**src/rtl/fbvs_isqrt.sv**
```systemverilog
// Pipelined integer square root, one root bit per stage.
module fbvs_isqrt #(
  parameter int RW = 32
) (
  input  logic            clk,
  input  logic            en,
  input  logic [2*RW-1:0] x,
  output logic [RW-1:0]   root
);
  localparam int XW = 2*RW;

  logic [RW-1:0] root_s [RW];
  logic [RW:0]   rem_s  [RW-1];
  logic [XW-1:0] x_s    [RW-1];

  for (genvar k = 0; k < RW; k++) begin : g_stage
    logic [RW:0]   r_in;
    logic [XW-1:0] x_in;
    logic [RW-1:0] o_in;
    logic [RW+2:0] cand;
    logic [RW+2:0] test;
    logic          ge;
    if (k == 0) begin : g_first
      assign r_in = '0;
      assign x_in = x;
      assign o_in = '0;
    end else begin : g_next
      assign r_in = rem_s[k-1];
      assign x_in = x_s[k-1];
      assign o_in = root_s[k-1];
    end
    always_comb begin
      cand = {r_in, x_in[XW-1:XW-2]};
      test = {1'b0, o_in, 2'b01};
      ge   = cand >= test;
    end
    always_ff @(posedge clk) begin
      if (en) begin
        root_s[k] <= {o_in[RW-2:0], ge};
      end
    end
    if (k < RW-1) begin : g_pass
      always_ff @(posedge clk) begin
        if (en) begin
          rem_s[k] <= ge ? (RW+1)'(cand - test) : (RW+1)'(cand);
          x_s[k]   <= x_in << 2;
        end
      end
    end
  end

  assign root = root_s[RW-1];
endmodule

```
**config.mk**
```make
export PLATFORM = sky130hd
export DESIGN_NAME = fbvs_isqrt
export DESIGN_NICKNAME = d
export VERILOG_FILES = /design/src/rtl/fbvs_isqrt.sv
export SDC_FILE = /design/constraint.sdc
export NUM_CORES = 2
export LEC_CHECK = 0
export BUFFER_PORTS_ARGS = -buffer_cell sky130_fd_sc_hd__buf_2
export CORE_UTILIZATION = 60
export CTS_CLUSTER_SIZE = 30
export DETAILED_ROUTE_END_ITERATION = 6
export MAX_ROUTING_LAYER = met4
export PLACE_DENSITY = 0.85
export SKIP_LAST_GASP = 1
export SYNTH_ARGS = -nofsm -noshare
export SYNTH_HDL_FRONTEND = slang
export SYNTH_SLANG_ARGS = --single-unit
```
**constraint.sdc**
```tcl
create_clock -name clk -period 4.8 [get_ports clk]
set_clock_uncertainty 0.05 [all_clocks]
set_input_delay 0.48 -clock clk [delete_from_list [all_inputs] [get_ports clk]]
set_output_delay 0.48 -clock clk [all_outputs]
set_load 0.03 [all_outputs]
```
==> summary.txt <==
Critical path
  • Worst path required time: 5.38 ns
  • Critical Path Fanout Max: 28
  • R2R depth: 10
  • R2R Path End: rem_s[0][385]
  • Worst EP arrival: 4.83 ns
  • Worst Setup End Kind: flop
  • CP Launch Type: flop
  • Reg-to-reg startpoint: rem_s[0][342]
  • CP Class: flop to flop
  • Worst reg-to-reg setup slack: roughly 0.55 ns

Job
  • Max Cap Viol: 0

Cells and area
  • Fillers: between 10000 and 15000
  • Commonest non-fill, non-tap cell in the layout: edfxtp_1
  • Share of cells above drive strength 1: 0.06870
  • Most frequent cells in the layout: 2495 x edfxtp_1, 689 x nand2_1, 680 x inv_1
  • Antenna diode count: 0
  • Area grow syn2layout: 11.37%
  • Post-route design area: around 130000 um2
  • Final nets: 9905

Pwr
  • Worst vdd ir: ~0.00039 V
  • Pwr Density: between 400 and 500 nW/um2
  • Leak: approximately 50 nW
  • Final Total Pwr: about 62 mW
  • P_sw: 17.51 mW
  • Clock group share of total power: 0.320
  • Sequential Power Share: 0.475
  • Internal power: ~45 mW
  • Net Sw Frac: 0.2821
  • Comb pwr share: 0.205

Clock network
  • H-tree depth: 5
  • Clock transition at path regs: approximately 0.06 ns
  • CTS tree: done
  • Skew-Pair Late Insertion Delay: around 0.9 ns
  • Num CTS Buffers: roughly 280
  • Clock sinks: between 2000 and 2500
  • Post-CTS sizing: 0
  • Max clock buf depth: 4
  • Root Buffer: clkbuf_16

Global routing
  • Largest net degree at the start of global routing: 170
  • GRT overflow: 0
  • First-pass GRT wire length: about 380 mm
  • Vias in the first global route: approximately 70000
  • GRT Total Usage: 0.2518
  • Antenna violations before repair: 1

Die
  • Top Ports: 98
  • Initial Util: 0.6055
  • Die X-Extent: 440.8 um
  • Core Region: around 190000 um2
  • Die Ht: ~440 um
  • Die area: 194300 um2
  • Rows: 160

Synthesis
  • Post-synth ARST share: 0
  • Cell taking the most area after synthesis: edfxtp_1
  • Post-synth EDFFs: around 2500
  • Register area share after synthesis: 0.6485
  • Top cells by area, synth: edfxtp_1 65%, ha_1 6.1%, xor2_1 3.0%
  • Syn avg cell area: 12.98 um2
  • Ys Warns: 0
  • Post-synth top area share: 0.6485
  • Gate Count Post-Synth: just under 9000
  • FF+latch count, synth: 2495
  • Post-synth net total: about 9500
  • Cell area after synthesis: between 100000 and 150000 um2
  • Top FF cell, synth: edfxtp_1
  • Distinct cells, synth: between 90 and 100

Placement
  • Count of input and output buffers: slightly below 100
  • Routability cong.: between 0.9 and 1
  • Dpl cell area: around 120000 um2
  • Post-DP HPWL: between 150 and 200 mm

Timing
  • F_max: around 0.24 GHz
  • RSZ-0062 raised after global routing: no
  • Final Slew Violations: 0
  • Final Critical Period: approximately 4.2 ns
  • Setup TNS: 0 ns
  • Worst Tran Pin Value: 1.271 ns
  • Final worst-path cycle share: 0.8848
  • Rel. slew slack: 0.1528
  • Final-report hold violation count: 0
  • Setup violators final: 0

Routing
  • Post-DR vias/cell: roughly 6
  • Final ANT Viol Nets: 0
  • Drc violations: 10
  • DR pass1 iterations: 7
  • WL per Instance: around 20 um
  • Initial DRC Count: ~6100
  • Number of vias in the routed layout: 70830
  • Final wirelength: 238.1 mm

Run status
  • Status: finished, violations left
  • Failing checks: design-rule violations

Min path
  • Worst hold endpoint: x_s[0][36]
  • Hold path start: en
  • Hold path depth: 1
  • Hold/Removal Path Class: input pin to flop
## kinds of logic after synthesis
| group | share of synthesized area |
|---|---|
| adders and majority gates | 0.06076 |
| and+or+nand+nor | 0.1011 |
| muxes | 0.006726 |
| other | 0.00003246 |
| xor gates and xnor gates | 0.06012 |
| AOI/OAI and AO/OA | 0.09487 |
| DFF | 0.6485 |
| buffers and inverters | 0.02789 |
## power groups by stage
stage               clock network, mW  logic [mW]  registers, mW
floorplan                           0        9.28           29.0
global placement                    0        12.1           29.8
detailed placement                  0        12.5           29.9
CTS                              20.2        12.6           29.5
global route                     21.0        14.0           29.7
finish                           19.9        12.7           29.5
## worst max path at each step
stage,start,endpoint,slack (ns),cells past startpoint
2_1_floorplan,rem_s[1][104],rem_s[1][161],1.41,14
3_3_place_gp,rem_s[0][342],rem_s[0][385],0.63,10
3_5_place_dp,rem_s[0][342],rem_s[0][385],0.68,10
4_1_cts,rem_s[0][342],rem_s[0][385],0.62,10
5_1_grt,rem_s[0][342],rem_s[0][385],0.39,10
6_report,rem_s[0][342],rem_s[0][385],0.55,10
## cell usage after synthesis, types with 125 or more instances
library cell	n
nor4_1	136
a21o_1	270
edfxtp_1	2495
clkbuf_1	136
inv_1	680
nor3_1	229
ha_1	561
o21ai_1	290
xnor2_1	392
o21ai_0	222
nand2b_1	129
a21oi_1	475
nand2_1	689
nor2_1	476
nand3_1	125
xor2_1	401
## timing repair
action / CTS / global route
setup buffers: 0 / 0
hold buffers: 65 / 0
endpoints found under the hold margin: 65 / 0
## cell type report
type,count,area [um2],area share
Tap cell,2511,3142,0.02442
Sequential cell,2495,74920,0.5823
Multi-Input combinational cell,5549,37500,0.2915
Timing Repair Buffer,260,2100,0.01632
Clock inverter,137,1167,0.009073
Inverter,697,2616,0.02033
Clock buffer,323,7211,0.05605
## sequential cells by signal (all words and copies together) (netlist names)
signal / flops
x_s: 992
rem_s: 975
root_s: 528
## metrics by stage
step                      setup WS, ns  std cells    util  hold slack, ns
final                           0.5528      11970  0.6744         0.03083
after floorplan                  1.407       8900       -          0.3503
after global placement          0.6283      11450  0.6270          0.3502
after CTS                       0.6242      11970  0.6744         0.04070
after detailed placement        0.6773      11450  0.6270          0.3545
after global routing            0.3897      11970  0.6744         0.05402
## critical path: stages, from the launching register on
cell	delay [ns]
edfxtp_1	0.45
or4_1	0.62
or3_1	0.44
nor4_1	0.70
nor4_1	0.17
nand2_1	0.22
nor3_2	0.07
buf_4	0.24
or4_1	0.61
nor4_1	0.27
xor2_1	0.11
## routing by layer
layer / global-route usage / vias up / wire (um)
met1: 0.2992 / 34260 / 94510
met5: - / - / 0
met4: 0.1036 / 0 / 9636
li1: - / 33660 / -
met3: 0.03009 / 636 / 11590
met2: 0.4352 / 2284 / 122400
No activity file was read; power rests on OpenSTA's default activity.
