**config.mk**
```make
export PLATFORM = sky130hd
export DESIGN_NAME = fbvs_divu
export DESIGN_NICKNAME = d
export VERILOG_FILES = /design/src/rtl/fbvs_divu.sv
export SDC_FILE = /design/constraint.sdc
export NUM_CORES = 2
export LEC_CHECK = 0
export BUFFER_PORTS_ARGS = -buffer_cell sky130_fd_sc_hd__buf_4
export CAP_MARGIN = 5
export CORE_MARGIN = 2
export CORE_UTILIZATION = 41
export CTS_CLUSTER_DIAMETER = 100
export DETAILED_ROUTE_END_ITERATION = 7
export GPL_ROUTABILITY_DRIVEN = 1
export GPL_TIMING_DRIVEN = 0
export SETUP_SLACK_MARGIN = 0.2
export SLEW_MARGIN = 20
export SYNTH_ARGS = -nofsm -noshare
export SYNTH_HDL_FRONTEND = slang
export SYNTH_SLANG_ARGS = --single-unit
```
**constraint.sdc**
```tcl
create_clock -name clk -period 6.3 [get_ports clk]
set_input_delay 0.63 -clock clk [delete_from_list [all_inputs] [get_ports clk]]
set_output_delay 0.63 -clock clk [all_outputs]
set_load 0.005 [all_outputs]
```
**src/rtl/fbvs_divu.sv**
```systemverilog
// Pipelined unsigned restoring divider, one quotient bit per stage.
module fbvs_divu #(
  parameter int DW = 32,
  parameter int QW = 32
) (
  input  logic          clk,
  input  logic          en,
  input  logic [DW-1:0] hi,
  input  logic [QW-1:0] lo,
  input  logic [DW-1:0] den,
  output logic [QW-1:0] q
);
  logic [DW-1:0] rem_s [QW];
  logic [QW-1:0] q_s   [QW];
  logic [QW-1:0] lo_s  [QW-1];
  logic [DW-1:0] den_s [QW-1];

  for (genvar k = 0; k < QW; k++) begin : g_stage
    logic [DW-1:0] r_in;
    logic [QW-1:0] l_in;
    logic [DW-1:0] d_in;
    logic [QW-1:0] q_in;
    logic [DW:0]   trial;
    logic          ge;
    if (k == 0) begin : g_first
      assign r_in = hi;
      assign l_in = lo;
      assign d_in = den;
      assign q_in = '0;
    end else begin : g_next
      assign r_in = rem_s[k-1];
      assign l_in = lo_s[k-1];
      assign d_in = den_s[k-1];
      assign q_in = q_s[k-1];
    end
    always_comb begin
      trial = {r_in, l_in[QW-1]};
      ge    = trial >= {1'b0, d_in};
    end
    always_ff @(posedge clk) begin
      if (en) begin
        rem_s[k] <= ge ? DW'(trial - {1'b0, d_in}) : DW'(trial);
        q_s[k]   <= {q_in[QW-2:0], ge};
      end
    end
    if (k < QW-1) begin : g_pass
      always_ff @(posedge clk) begin
        if (en) begin
          lo_s[k]  <= l_in << 1;
          den_s[k] <= d_in;
        end
      end
    end
  end

  assign q = q_s[QW-1];
endmodule

```
==> impl_metrics.ini <==
[power]
peakVddDrop_mv = 0.223
p_leak_nw = 69.8
powerDensity_mw_per_mm2 = 520

[critical_path]
crit_path_top_delay_cell = nor2_1
path_max_fanout = 10
reg2reg_slack_ns = 1.22
crit_type = register to register
cpPeakStageDelay_ns = 0.83
cp-end-kind = register
crit_family = simple AND/OR/NAND/NOR gates
critPathArrivalTime_ns = 5.71
cp_cell_sequence = ha_1 -> and2_1 -> clkbuf_1 -> nand3_1 -> or3_1 -> nor3_1 -> nand4_1 -> nand4_1 -> a311oi_1 -> nor2_1 -> clkbuf_1 -> clkbuf_1 -> a21oi_1
crit_path_frequent_cell = clkbuf_1
r2r_start = rem_s[23][19]$_DFFE_PP_
critPathBufInv = 3
regToRegEndpoint = rem_s[24][25]$_DFFE_PP_
rr_worst_depth = 13
cp.required_ns = 6.93
crit_path_start_kind = register

[sta]
rsz0062_at_grt = no
hold_violations = 0
max_freq_mhz = 197
fin_setup_tns_ns = 0
setup_viol = 0
worst_hold_slack_ns = 0.0921
period_minus_slack_ns = 5.08
slew_headroom_pct = 27.7
drv_slew = 0
skew_ns = 0.0457
worst_pin_slew_ns = 1.07
period_share_pct = 80.7

[place]
hpwl_um = 266000
placed_area_mm2 = 0.162
port_buffers = 129
gp_congestion = 0.883

[route]
num_vias = 98000
drt_wl_total_um = 358000
ant_nets = 0
dr.pass1.iters = 7
via_per_inst = 5.25
drtIter0Drc = 7354
wl_per_cell_um = 19.2
drcViolationCount = 0

[die]
die_h_um = 617
dieArea_mm2 = 0.380
rows = 225
coreArea_mm2 = 0.375
die_w_um = 617
ios = 130
start_util_pct = 41.1

[yosys]
synthTopCellsByArea = edfxtp_1, ha_1, o21ai_0, a21oi_1, inv_1
synthSimpleGateAreaFrac_pct = 7.91
synth_top_area_share_pct = 58.7
netlist_area_mm2 = 0.154
synth_commonest_cells = edfxtp_1, inv_1, nand2_1, ha_1, o21ai_0
synthAdderAreaFrac_pct = 8.72
synth-seq-cells = 3008
synthFlopType = edfxtp_1
synth_top_family_by_area = compound AO/OA/AOI/OAI gates
synth_area_leader_cell = edfxtp_1
yosys_warnings = 0
synth_compound_area_share_pct = 13.8
yosysMostFrequentCell = edfxtp_1
synthXorXnorAreaFrac_pct = 4.84
avgSynthCellArea_um2 = 12.0
synth_mux_area_share_pct = 2.17
syn_nets = 14000
synth_edf_count = 3008
syn_inst = 12800
ys_types = 94
yosysSeqAreaShare_pct = 58.7
async_reset_ff_share_pct = 0

[global_route]
grt_start_max_net_pins = 159
overflow = 0
grt_pass1_vias = 94300
grt_first_pass_wirelength_um = 550000
grt_usage_pct = 18.4
antenna_found_initial = 12

[clock_tree]
ctsResizeCount = 0
numCtsBuffers = 342
cts_buffer_depth = 4
clk_latency_ns = 0.94
tritoncts = built
clockRootBuffer = clkbuf_16
cts_setup_buffers = 0
clkTransAtPathRegs_ns = 0.06
cts-htree-levels = 5
cts.sinks = 3008

[min_path]
min_path_type = primary input to register
min_from = lo[31]
min_delay_path_depth = 3
holdPathEnd = rem_s[0][0]$_DFFE_PP_

[finish]
multi_input_comb_area_mm2 = 0.0577
regArea_mm2 = 0.0903
final_cell_area_mm2 = 0.174
fin_nets = 14500
fill_cells = 34000
synthToLayoutAreaGrowth_pct = 13.0
drive_above_1_share_pct = 7.62

[flow_run]
max_cap_viol_count = 0

[outcome]
status = complete, no violations
routing by layer:
metal	up-vias	global-route usage [%]	share of wire, %
met1	47200	24.1	44
li1	48300	-	-
met2	2027	32.0	49
met3	529	2.21	4.2
met5	-	0	0
met4	0	5.03	2.7
registers in the layout, indices dropped and copies added, names as in the netlist:
signal  flops
den_s     992
rem_s     992
q_s       528
lo_s      496
where the power goes:
part	switching, mW	leakage (nW)	internal, mW	total, mW
Combinational	22.7	34.9	16.0	38.7
Sequential	2.94	29.4	29.0	31.9
Clock	8.22	5.46	11.7	20.0
how the worst max path moves through the flow:
stage | from | endpoint | cells past startpoint
4_1_cts | den_s[0][232]$_DFFE_PP_ | rem_s[8][10]$_DFFE_PP_ | 13
3_5_place_dp | den[1] | rem_s[0][4]$_DFFE_PP_ | 14
3_3_place_gp | en | q_s[1][359]$_DFFE_PP_ | 1
5_1_grt | rem_s[23][19]$_DFFE_PP_ | rem_s[24][25]$_DFFE_PP_ | 13
2_1_floorplan | den_s[0][65]$_DFFE_PP_ | rem_s[3][4]$_DFFE_PP_ | 13
6_report | rem_s[23][19]$_DFFE_PP_ | rem_s[24][25]$_DFFE_PP_ | 13
cells in the final DEF, fill, tap and decap left out, types with 343 or more instances in the layout:
cell type,n
edfxtp_1,3008
inv_1,1250
nand2_1,1036
ha_1,1024
o21ai_0,956
a21oi_1,951
a21o_1,575
nor2_1,550
xnor2_1,471
xor2_1,380
clkbuf_16,343
cells by family after synthesis:
family          after synthesis
compound gates             3423
xor+xnor                    851
fa+ha+maj                  1055
buf+inv                    1565
flops                      3008
mux                         290
simple gates               2611
worst reg2reg max path, cell delays in order, from the launching register on:
cell	delay, ns
edfxtp_1	0.41
ha_1	0.35
and2_1	0.13
clkbuf_1	0.46
nand3_1	0.13
or3_1	0.44
nor3_1	0.23
nand4_1	0.27
nand4_1	0.18
a311oi_1	0.06
nor2_1	0.83
clkbuf_1	0.63
clkbuf_1	0.52
a21oi_1	0.16
final cells by class:
| cell class | instances | share of cell area (%) |
|---|---|---|
| antenna | 7 | 0.0101 |
| buffer | 313 | 0.725 |
| clock buffer | 399 | 5.05 |
| clock inverter | 215 | 1.41 |
| inverter | 1252 | 2.70 |
| multi-input combinational | 8230 | 33.1 |
| sequential | 3008 | 51.9 |
| tap | 4994 | 3.59 |
| timing repair buffer | 246 | 1.47 |
through the flow:
stage / worst slack, ns / total power [mW] / util (%) / cells
2_1_floorplan: 2.78 / 59.4 / - / 12800
3_3_place_gp: -23.55 / 71.7 / 43.0 / 17900
3_5_place_dp: 1.20 / 70.7 / 43.2 / 17900
4_1_cts: 1.32 / 91.3 / 46.4 / 18700
5_1_grt: 1.06 / 96.9 / 46.5 / 18700
6_report: 1.22 / 90.6 / 46.5 / 18700
timing repair:
action | CTS | global route
hold endpoints to repair | 94 | 0
endpoints found under the setup margin | 0 | 0
hold buffers | 94 | 0
Power figures use the tool's default switching activity.
